===== src/bpc_pkg.sv =====
`timescale 1ns / 1ps
// Shared types, constants and register codes of the button press classifier.
// Used by the lane, the merge stage and the top level; depends on nothing.
package bpc_pkg;

    localparam int NUM_BUTTONS  = 8;
    localparam int COUNT_BITS   = 8;
    localparam int PIN_BITS     = 8;
    localparam int IDX_BITS     = 3;
    localparam int REG_BITS     = 8;
    localparam int HOLD_BITS    = 8;
    localparam int CFG_IDX_BITS = 3;
    // Only buttons that have a pin bit get a lane.
    localparam int LANES        = (NUM_BUTTONS < PIN_BITS) ? NUM_BUTTONS : PIN_BITS;
    // Compare width wide enough for both the count and an 8-bit register.
    localparam int CMP_BITS     = (COUNT_BITS > REG_BITS) ? COUNT_BITS : REG_BITS;

    localparam int EV_SHORT_BIT = 0;
    localparam int EV_LONG_BIT  = 1;

    localparam logic [CFG_IDX_BITS-1:0] REG_LONG_PRESS_TICKS = 3'd0;
    localparam logic [CFG_IDX_BITS-1:0] REG_SHORT_PRESS_MIN  = 3'd1;
    localparam logic [CFG_IDX_BITS-1:0] REG_HOLDOFF_TICKS    = 3'd2;
    localparam logic [CFG_IDX_BITS-1:0] REG_COUNT_CAP        = 3'd3;
    localparam logic [CFG_IDX_BITS-1:0] REG_BUTTON_ENABLE    = 3'd4;

    localparam logic [REG_BITS-1:0] RST_LONG_PRESS_TICKS = 8'd100;
    localparam logic [REG_BITS-1:0] RST_SHORT_PRESS_MIN  = 8'd3;
    localparam logic [REG_BITS-1:0] RST_HOLDOFF_TICKS    = 8'd10;
    localparam logic [REG_BITS-1:0] RST_COUNT_CAP        = 8'd4;
    localparam logic [REG_BITS-1:0] RST_BUTTON_ENABLE    = 8'd255;

    localparam logic       CMD_TICK = 1'b0;
    localparam logic       CMD_READ = 1'b1;

    typedef enum logic [1:0] {
        PS_IDLE    = 2'd0,
        PS_PRESSED = 2'd1,
        PS_LONG    = 2'd2,
        PS_HOLDOFF = 2'd3
    } press_state_t;

    typedef struct packed {
        logic [REG_BITS-1:0] long_press_ticks;
        logic [REG_BITS-1:0] short_press_min;
        logic [REG_BITS-1:0] holdoff_ticks;
        logic [REG_BITS-1:0] count_cap;
    } cfg_t;

    typedef struct packed {
        logic tick;
        logic clear;
        logic pressed;
    } lane_cmd_t;

    typedef struct packed {
        logic       level_now;
        logic       level_next;
        logic [1:0] events;
    } lane_stat_t;

endpackage


===== src/button_press_classifier_top.sv =====
`timescale 1ns / 1ps
// Button press classifier: all buttons update side by side, one lane per button.
// A result appears in the output register in the cycle after its request is accepted.
// Throughput: one request per cycle while the output register is empty or being taken; it frees itself as it drains.
// Reset clears lane state, events and output valid, and loads register defaults.
// Depends on bpc_pkg, bpc_lane and bpc_merge.
module button_press_classifier_top (
    input  logic                               clk,
    input  logic                               rst_n,
    input  logic                               s_tvalid,
    output logic                               s_tready,
    input  logic [15:0]                        s_tdata,   // pin_levels[7:0], button_index[10:8]
    input  logic                               s_tuser,   // cmd
    output logic                               m_tvalid,
    input  logic                               m_tready,
    output logic [15:0]                        m_tdata,   // level_mask[7:0], short_press[8], long_press[9]
    input  logic                               cfg_valid,
    output logic                               cfg_ready,
    input  logic [bpc_pkg::CFG_IDX_BITS-1:0]   cfg_index,
    input  logic [bpc_pkg::REG_BITS-1:0]       cfg_data
);
    import bpc_pkg::*;

    cfg_t                cfg_reg;
    logic [REG_BITS-1:0] enable_reg;
    logic                accept;
    logic                is_read;
    logic [PIN_BITS-1:0] pins;
    logic [IDX_BITS-1:0] idx;
    lane_cmd_t           cmd [LANES];
    lane_stat_t          stat [LANES];
    logic [PIN_BITS-1:0] level_now;
    logic [PIN_BITS-1:0] mask;
    logic                short_press, long_press;

    assign cfg_ready = 1'b1;

    always_ff @(posedge clk or negedge rst_n)
    begin
        if (!rst_n)
        begin
            cfg_reg.long_press_ticks <= RST_LONG_PRESS_TICKS;
            cfg_reg.short_press_min  <= RST_SHORT_PRESS_MIN;
            cfg_reg.holdoff_ticks    <= RST_HOLDOFF_TICKS;
            cfg_reg.count_cap        <= RST_COUNT_CAP;
            enable_reg               <= RST_BUTTON_ENABLE;
        end
        else if (cfg_valid)
        begin
            unique case (cfg_index)
                REG_LONG_PRESS_TICKS: cfg_reg.long_press_ticks <= cfg_data;
                REG_SHORT_PRESS_MIN:  cfg_reg.short_press_min  <= cfg_data;
                REG_HOLDOFF_TICKS:    cfg_reg.holdoff_ticks    <= cfg_data;
                REG_COUNT_CAP:        cfg_reg.count_cap        <= cfg_data;
                REG_BUTTON_ENABLE:    enable_reg               <= cfg_data;
                default: ;
            endcase
        end
    end

    assign accept  = s_tvalid && s_tready;
    assign is_read = (s_tuser == CMD_READ);
    assign pins    = s_tdata[PIN_BITS-1:0];
    assign idx     = s_tdata[PIN_BITS+IDX_BITS-1:PIN_BITS];

    always_comb
    begin
        level_now = '0;
        for (int i = 0; i < LANES; i++)
        begin
            cmd[i].tick    = accept && (s_tuser == CMD_TICK) && enable_reg[i];
            cmd[i].clear   = accept && is_read && (idx == IDX_BITS'(i));
            cmd[i].pressed = !pins[i];
            level_now[i]   = stat[i].level_now;
        end
    end

    for (genvar g = 0; g < LANES; g++)
    begin : g_lane
        bpc_lane u_lane (
            .clk  (clk),
            .rst_n(rst_n),
            .cfg  (cfg_reg),
            .cmd  (cmd[g]),
            .stat (stat[g])
        );
    end

    bpc_merge u_merge (
        .clk        (clk),
        .rst_n      (rst_n),
        .accept     (accept),
        .is_read    (is_read),
        .idx        (idx),
        .stat       (stat),
        .out_ready  (m_tready),
        .out_valid  (m_tvalid),
        .in_ready   (s_tready),
        .level_mask (mask),
        .short_press(short_press),
        .long_press (long_press)
    );

    assign m_tdata = {6'b0, long_press, short_press, mask};

`ifndef SYNTHESIS
    // Every accepted request leaves a result in the output register.
    a_result_follows: assert property (@(posedge clk) disable iff (!rst_n)
        accept |=> m_tvalid)
        else $error("accepted request produced no result");

    // A tick never reports events.
    a_tick_no_events: assert property (@(posedge clk) disable iff (!rst_n)
        (accept && !is_read) |=> (m_tdata[9:8] == 2'b00))
        else $error("tick result carries events");

    // Disabled buttons keep their level across a tick.
    a_disabled_hold: assert property (@(posedge clk) disable iff (!rst_n)
        (accept && !is_read) |=>
            (((m_tdata[7:0] ^ $past(level_now)) & ~$past(enable_reg)) == 8'h00))
        else $error("disabled button changed level");

    // A read never changes any level.
    a_read_keeps_levels: assert property (@(posedge clk) disable iff (!rst_n)
        (accept && is_read) |=> (m_tdata[7:0] == $past(level_now)))
        else $error("read changed a level");
`endif

endmodule


===== src/bpc_lane.sv =====
`timescale 1ns / 1ps
// One button lane: hold-off counter, integrator, debounced level and sticky events.
// Depends on bpc_pkg.
module bpc_lane (
    input  logic               clk,
    input  logic               rst_n,
    input  bpc_pkg::cfg_t      cfg,
    input  bpc_pkg::lane_cmd_t cmd,
    output bpc_pkg::lane_stat_t stat
);
    import bpc_pkg::*;

    press_state_t          state_reg, state_next;
    logic [COUNT_BITS-1:0] cnt_reg, cnt_next;
    logic [HOLD_BITS-1:0]  hold_reg, hold_next;
    logic                  level_reg, level_next;
    logic [1:0]            ev_reg, ev_next;

    logic                  run;
    press_state_t          st;
    logic [CMP_BITS-1:0]   cnt_w, cap_w, before_w;

    always_ff @(posedge clk or negedge rst_n)
    begin
        if (!rst_n)
        begin
            state_reg <= PS_IDLE;
            cnt_reg   <= '0;
            hold_reg  <= '0;
            level_reg <= 1'b0;
            ev_reg    <= '0;
        end
        else
        begin
            state_reg <= state_next;
            cnt_reg   <= cnt_next;
            hold_reg  <= hold_next;
            level_reg <= level_next;
            ev_reg    <= ev_next;
        end
    end

    always_comb
    begin
        state_next = state_reg;
        cnt_next   = cnt_reg;
        hold_next  = hold_reg;
        level_next = level_reg;
        ev_next    = ev_reg;
        run        = 1'b0;
        st         = state_reg;
        cnt_w      = '0;
        cap_w      = CMP_BITS'(cfg.count_cap);
        before_w   = CMP_BITS'(cnt_reg);

        if (cmd.clear)
        begin
            ev_next = '0;
        end

        if (cmd.tick)
        begin
            run = 1'b1;
            // A button in hold-off only advances its counter until it expires.
            if (state_reg == PS_HOLDOFF)
            begin
                hold_next = (hold_reg != {HOLD_BITS{1'b1}}) ? hold_reg + 1'b1 : hold_reg;
                if (hold_next > cfg.holdoff_ticks)
                begin
                    st         = PS_IDLE;
                    state_next = PS_IDLE;
                end
                else
                begin
                    run = 1'b0;
                end
            end
        end

        if (run)
        begin
            if (cmd.pressed)
            begin
                if (cnt_reg != {COUNT_BITS{1'b1}})
                    cnt_next = cnt_reg + 1'b1;
            end
            else if (cnt_reg != '0)
            begin
                if (before_w > cap_w)
                    cnt_next = COUNT_BITS'(cfg.count_cap);
                else
                    cnt_next = cnt_reg - 1'b1;
            end

            cnt_w      = CMP_BITS'(cnt_next);
            level_next = (cnt_w >= cap_w);

            if (level_reg && !level_next)
            begin
                if (st == PS_PRESSED && before_w > CMP_BITS'(cfg.short_press_min))
                    ev_next[EV_SHORT_BIT] = 1'b1;
                state_next = PS_HOLDOFF;
                hold_next  = '0;
            end
            else if (!level_reg && level_next)
            begin
                state_next = PS_PRESSED;
            end
            else if (level_reg && level_next)
            begin
                if (cnt_w > CMP_BITS'(cfg.long_press_ticks) && st == PS_PRESSED)
                begin
                    state_next = PS_LONG;
                    ev_next[EV_LONG_BIT] = 1'b1;
                end
            end
        end
    end

    assign stat.level_now  = level_reg;
    assign stat.level_next = level_next;
    assign stat.events     = ev_reg;

endmodule


===== src/bpc_merge.sv =====
`timescale 1ns / 1ps
// Merge stage: gathers the lane levels, selects the events of the read button and
// holds the result in the output register. Depends on bpc_pkg.
module bpc_merge (
    input  logic                          clk,
    input  logic                          rst_n,
    input  logic                          accept,
    input  logic                          is_read,
    input  logic [bpc_pkg::IDX_BITS-1:0]  idx,
    input  bpc_pkg::lane_stat_t           stat [bpc_pkg::LANES],
    input  logic                          out_ready,
    output logic                          out_valid,
    output logic                          in_ready,
    output logic [bpc_pkg::PIN_BITS-1:0]  level_mask,
    output logic                          short_press,
    output logic                          long_press
);
    import bpc_pkg::*;

    logic                valid_reg, valid_next;
    logic [PIN_BITS-1:0] mask_reg, mask_comb;
    logic                short_reg, long_reg;
    logic [1:0]          ev_sel;

    always_comb
    begin
        mask_comb = '0;
        ev_sel    = '0;
        for (int i = 0; i < LANES; i++)
        begin
            mask_comb[i] = stat[i].level_next;
            if (idx == IDX_BITS'(i))
                ev_sel = stat[i].events;
        end
        if (!is_read)
            ev_sel = '0;
    end

    // The register frees itself when the result is taken, so a new request can
    // enter in the same cycle.
    assign in_ready   = !valid_reg || out_ready;
    assign valid_next = accept ? 1'b1 : (out_ready ? 1'b0 : valid_reg);

    always_ff @(posedge clk or negedge rst_n)
    begin
        if (!rst_n)
            valid_reg <= 1'b0;
        else
            valid_reg <= valid_next;
    end

    always_ff @(posedge clk)
    begin
        if (accept)
        begin
            mask_reg  <= mask_comb;
            short_reg <= ev_sel[EV_SHORT_BIT];
            long_reg  <= ev_sel[EV_LONG_BIT];
        end
    end

    assign out_valid   = valid_reg;
    assign level_mask  = mask_reg;
    assign short_press = short_reg;
    assign long_press  = long_reg;

endmodule


===== config.mk =====
export PLATFORM = sky130hd
export DESIGN_NAME = button_press_classifier_top
export DESIGN_NICKNAME = d
export VERILOG_FILES = /design/src/bpc_pkg.sv /design/src/button_press_classifier_top.sv /design/src/bpc_lane.sv /design/src/bpc_merge.sv
export SDC_FILE = /design/constraint.sdc
export NUM_CORES = 1
export LEC_CHECK = 0
export BUFFER_PORTS_ARGS = -buffer_cell sky130_fd_sc_hd__buf_4
export CAP_MARGIN = 20
export CORE_MARGIN = 1
export CORE_UTILIZATION = 35
export CTS_CLUSTER_SIZE = 14
export DETAILED_ROUTE_END_ITERATION = 8
export GPL_ROUTABILITY_DRIVEN = 0
export PLACE_DENSITY_LB_ADDON = 0.3
export SYNTH_ARGS = -nofsm -noshare
export SYNTH_HDL_FRONTEND = slang
export SYNTH_HIERARCHICAL = 1
export SYNTH_SLANG_ARGS = --single-unit
export TNS_END_PERCENT = 1

===== constraint.sdc =====
create_clock -name clk -period 5.4 [get_ports clk]
set_input_delay 1.62 -clock clk [delete_from_list [all_inputs] [get_ports clk]]
set_output_delay 1.62 -clock clk [all_outputs]
set_load 0.05 [all_outputs]

==> impl_metrics.json, run 1 <==
{
  "post_cts_buffers": 0,
  "crit_type": "register to register",
  "p_leak_nw": 12.2,
  "die_w_um": 264,
  "port_buffers": 39,
  "power.density_nw_per_um2": 505,
  "drt-initial-drc-count": 1627,
  "avgRoutedWirePerCell_um": 19.3,
  "setup_tns_ns": 0,
  "grt_usage": 0.206,
  "grt_pass1_wl_um": 113000,
  "fin_skew_ns": 0.0181,
  "clkTransAtPathRegs_ns": 0.06,
  "drive_gt1_frac": 0.133,
  "fillers": 6854,
  "nets": 3252,
  "multi_input_area_sq_um": 16700,
  "detail-route-antenna-nets": 0,
  "cp_max_fo": 10,
  "status": "complete, no violations",
  "drc": 0,
  "cts_tree": "built",
  "timing.fmax_ghz": 0.203,
  "relSlewSlack": 0.341,
  "htreeDepth": 1,
  "end_kind": "register",
  "firstDrtPassIters": 5,
  "irDropWorstVdd_mv": 0.255,
  "postCtsHoldBufs": 0,
  "syn_area_per_cell_sq_um": 8.45,
  "worst_pin_slew_ns": 0.989,
  "rsz0062_at_grt": "no",
  "arrival_ns": 5.42,
  "period_needed_ns": 4.92,
  "cts_sinks": 219,
  "die_area_sq_um": 69700,
  "crit_required_ns": 5.90,
  "postRouteWirelength_um": 72600,
  "syn2layout_area_growth_pct": 9.46,
  "r2r_start": "cfg_reg[5]",
  "syn_area_sq_um": 24000,
  "hpwl_um": 52200,
  "start_kind": "register",
  "cts-root-buf": "clkbuf_16",
  "hp-start": "g_lane[0].u_lane/ev_reg[1]",
  "via_count": 21000,
  "clock_insertion_delay_worst_skew_ns": 0.62,
  "hold_slack_ns": 0.504,
  "fin_crit_sh": 0.912,
  "start_util": 0.356,
  "seqCellArea_sq_um": 5550,
  "io_pins": 52,
  "syn_inst": 2844,
  "crit_path_start": "cfg_reg[5]",
  "antenna_found_initial": 2,
  "num_rows": 95,
  "finalHoldViolCount": 0,
  "min_path_type": "register to register",
  "cts_buffers": 31,
  "core_area_sq_um": 67500,
  "cts_resized": 0,
  "via_per_inst": 5.57,
  "grt_max_degree": 79,
  "cts.path.max_buffers": 3,
  "setup_viol_count_final": 0,
  "drv_cap": 0,
  "fp.dieH_um": 264,
  "grt.overflow.total": 0,
  "slew_viol_final": 0,
  "grt_pass1_vias": 19600,
  "ys_warn_count": 6
}
==> cells in the final DEF (no fill, tap or decap), types with 13 or more instances in the layout <==
master / count
a211oi_1: 14
o22ai_1: 16
buf_4: 96
o211ai_1: 37
o31ai_1: 15
mux2i_1: 30
o21ai_0: 123
nand2_1: 201
nor3_1: 55
and2_1: 23
a31oi_1: 21
a21oi_1: 224
xor2_1: 67
mux2_2: 80
nand3_1: 115
dfrtp_1: 192
and3_1: 28
nand2b_1: 28
ha_1: 352
dfstp_2: 16
o21a_1: 24
nand4_1: 99
a21o_1: 41
clkbuf_16: 31
nor2_1: 180
nor3b_1: 13
o21ai_1: 17
inv_1: 296
nor2b_1: 36
xnor2_1: 54
==> power by group <==
| part | switching [mW] | internal (mW) |
|---|---|---|
| clock | 0.885 | 1.29 |
| sequential | 1.13 | 2.07 |
| combinational | 4.46 | 3.45 |
| total | 6.48 | 6.81 |
==> per-layer routing <==
layer  GRT usage  wire, um
met1       0.298     35400
met2       0.315     31200
met3      0.0242      3640
met4      0.0643      2260
met5           0        12
==> final cells by class <==
cell class,count,area share
multi-input combinational,2217,0.634
sequential,219,0.211
inverter,298,0.0425
tap,873,0.0415
clock buffer,38,0.0316
timing repair buffer,100,0.0302
clock inverter,20,0.00918
antenna,1,0.0000951
==> worst max-delay path, stage by stage, from the launching register on <==
cell	delay, ns
dfrtp_1	0.99
inv_1	0.21
ha_1	0.37
nand4_1	0.21
a211o_1	0.34
a21oi_1	0.25
nor3_1	0.08
a311oi_1	0.52
ha_1	0.33
nand2b_1	0.14
a211o_1	0.28
a21oi_1	0.18
o21ai_1	0.23
a311oi_2	0.38
buf_4	0.24
nor2_1	0.06
==> worst paths after layout <==
check,endpoint,slack (ns),depth (start not counted)
setup reg to reg,g_lane[0].u_lane/hold_reg[5],0.48,15
hold / removal,g_lane[0].u_lane/ev_reg[1],0.50,1
hold reg to reg,g_lane[0].u_lane/ev_reg[1],0.50,1
setup / recovery,g_lane[0].u_lane/hold_reg[5],0.48,15
min in group asynchronous,g_lane[6].u_lane/before_w[1],0.98,1
max in group asynchronous,enable_reg[1],3.41,2
==> metrics by stage <==
stage	worst slack, ns	cells	power, mW	utilization	area, sq um
after floorplan	1.28	2849	8.98	-	24100
after global placement	0.583	3707	10.9	0.374	25200
after detailed placement	0.562	3707	11.0	0.374	25200
after CTS	0.538	3765	13.3	0.390	26300
after global routing	0.202	3765	14.5	0.390	26300
final	0.476	3766	13.3	0.390	26300
(Power assumes the default switching activity.)
==> run 2, diff against run 1 <==
Settings changed: CTS_BUF_LIST from default to sky130_fd_sc_hd__clkbuf_16.
==> impl_metrics.json, run 2 (synthesis gave the netlist of run 1 again) <==
{
  "finalHoldViolCount": 0,
  "n_antenna_cell": 0,
  "clock_insertion_delay_worst_skew_ns": 0.62,
  "crit_family": "compound AO/OA/AOI/OAI gates",
  "via_count": 20900,
  "pwr-share-comb": 0.597,
  "setup_viol_count_final": 0,
  "relSlewSlack": 0.356,
  "crit_required_ns": 5.90,
  "swShare": 0.489,
  "grt.overflow.total": 0,
  "clkTransAtPathRegs_ns": 0.06,
  "slew_viol_final": 0,
  "crit_type": "register to register",
  "min_path_type": "register to register",
  "drt-initial-drc-count": 1637,
  "post_cts_buffers": 0,
  "htreeDepth": 1,
  "grt_usage": 0.205,
  "grt_max_degree": 79,
  "cts_tree": "built",
  "cts_sinks": 219,
  "worst_path_largest_cell_delay_ns": 0.98,
  "grt_pass1_vias": 19600,
  "die_w_um": 264,
  "arrival_ns": 5.36,
  "detail-route-antenna-nets": 0,
  "fin_crit_sh": 0.902,
  "fin_cells": 3765,
  "clkPwrFrac": 0.161,
  "r2r_slack_ns": 0.53,
  "p_sw_mw": 6.47,
  "start_kind": "register",
  "drive_gt1_frac": 0.132,
  "hpwl_um": 52200,
  "status": "complete, no violations",
  "port_buffers": 39,
  "final_common_cell": "ha_1",
  "internal-power_mw": 6.76,
  "cts-root-buf": "clkbuf_16",
  "end_kind": "register",
  "fin_skew_ns": 0.0157,
  "cp_cell_sequence": "inv_1 > ha_1 > nand4_1 > a211o_1 > a21oi_1 > nor3_1 > a311oi_1 > ha_1 > nand2b_1 > a211o_1 > a21oi_1 > o21ai_1 > a311oi_2 > buf_4 > nor2_1",
  "post-route-util": 0.389,
  "cts.path.max_buffers": 3,
  "drc": 0,
  "mostFrequentLayoutCells": "352 x ha_1, 300 x inv_1, 224 x a21oi_1",
  "irDropWorstVdd_mv": 0.252,
  "worst_pin_slew_ns": 0.967,
  "dp_cells": 3707,
  "via_per_inst": 5.56,
  "core_area_sq_um": 67500,
  "seqPwrFrac": 0.242,
  "firstDrtPassIters": 5,
  "postCtsHoldBufs": 0,
  "nets": 3252,
  "start_util": 0.356,
  "drv_cap": 0,
  "cts_buffers": 31,
  "num_rows": 95,
  "period_needed_ns": 4.87,
  "timing.fmax_ghz": 0.205,
  "antenna_found_initial": 2,
  "fp.dieH_um": 264,
  "crit_buf_inv": 2,
  "cp_slowest_cell": "dfrtp_1",
  "die_area_sq_um": 69700,
  "p_leak_nw": 12.2,
  "cp_max_fo": 10,
  "syn2layout_area_growth_pct": 9.33,
  "io_pins": 52,
  "power.density_nw_per_um2": 503,
  "postRouteWirelength_um": 72500,
  "grt_pass1_wl_um": 113000,
  "rsz0062_at_grt": "no",
  "setup_tns_ns": 0,
  "avgRoutedWirePerCell_um": 19.2,
  "cts_resized": 0
}
==> run 2: cell count changes in the layout (fill, tap and decap cells not counted), sizes merged <==
cell    change
inv         +4
clkinv      +3
diode       -1
clkbuf      -7
==> run 2: power groups by stage <==
stage | combinational (mW) | clock [mW] | sequential, mW
2_1_floorplan | 6.40 | 0 | 2.58
3_3_place_gp | 7.71 | 0 | 3.22
3_5_place_dp | 7.81 | 0 | 3.21
4_1_cts | 7.86 | 2.19 | 3.18
5_1_grt | 8.91 | 2.25 | 3.27
6_report | 7.90 | 2.13 | 3.20
==> run 2: path summary, 6_finish.rpt <==
check	start	endpoint	cells past startpoint
setup / recovery	cfg_reg[5]	g_lane[0].u_lane/hold_reg[5]	15
hold / removal	g_lane[0].u_lane/ev_reg[0]	g_lane[0].u_lane/ev_reg[0]	1
setup reg to reg	cfg_reg[5]	g_lane[0].u_lane/hold_reg[5]	15
hold reg to reg	g_lane[0].u_lane/ev_reg[0]	g_lane[0].u_lane/ev_reg[0]	1
max in group asynchronous	rst_n	enable_reg[1]	2
min in group asynchronous	rst_n	g_lane[6].u_lane/before_w[1]	1
==> run 2: final cells by class <==
type                    count  area (sq um)
clock buffers              31           776
clock inverters            27           268
fillers                  6857         41200
inverters                 298          1120
multi-input cells        2217         16700
flip-flops and latches    219          5550
well taps                 873          1090
repair buffers            100           796
==> run 2: per-stage QoR <==
step	worst slack (ns)	hold WS (ns)	power, mW	area [sq um]
5_1_grt	0.207	0.526	14.4	26300
3_5_place_dp	0.562	0.481	11.0	25200
2_1_floorplan	1.28	0.446	8.98	24100
6_report	0.530	0.509	13.2	26300
3_3_place_gp	0.583	0.470	10.9	25200
4_1_cts	0.536	0.499	13.2	26300
==> run 2: per-layer routing <==
metal / up-vias / part of all wire / GRT usage
met4: 2 / 0.032 / 0.0646
met2: 505 / 0.43 / 0.315
met5: - / 0.00017 / 0
met1: 9961 / 0.49 / 0.298
li1: 10400 / - / -
met3: 121 / 0.050 / 0.0244
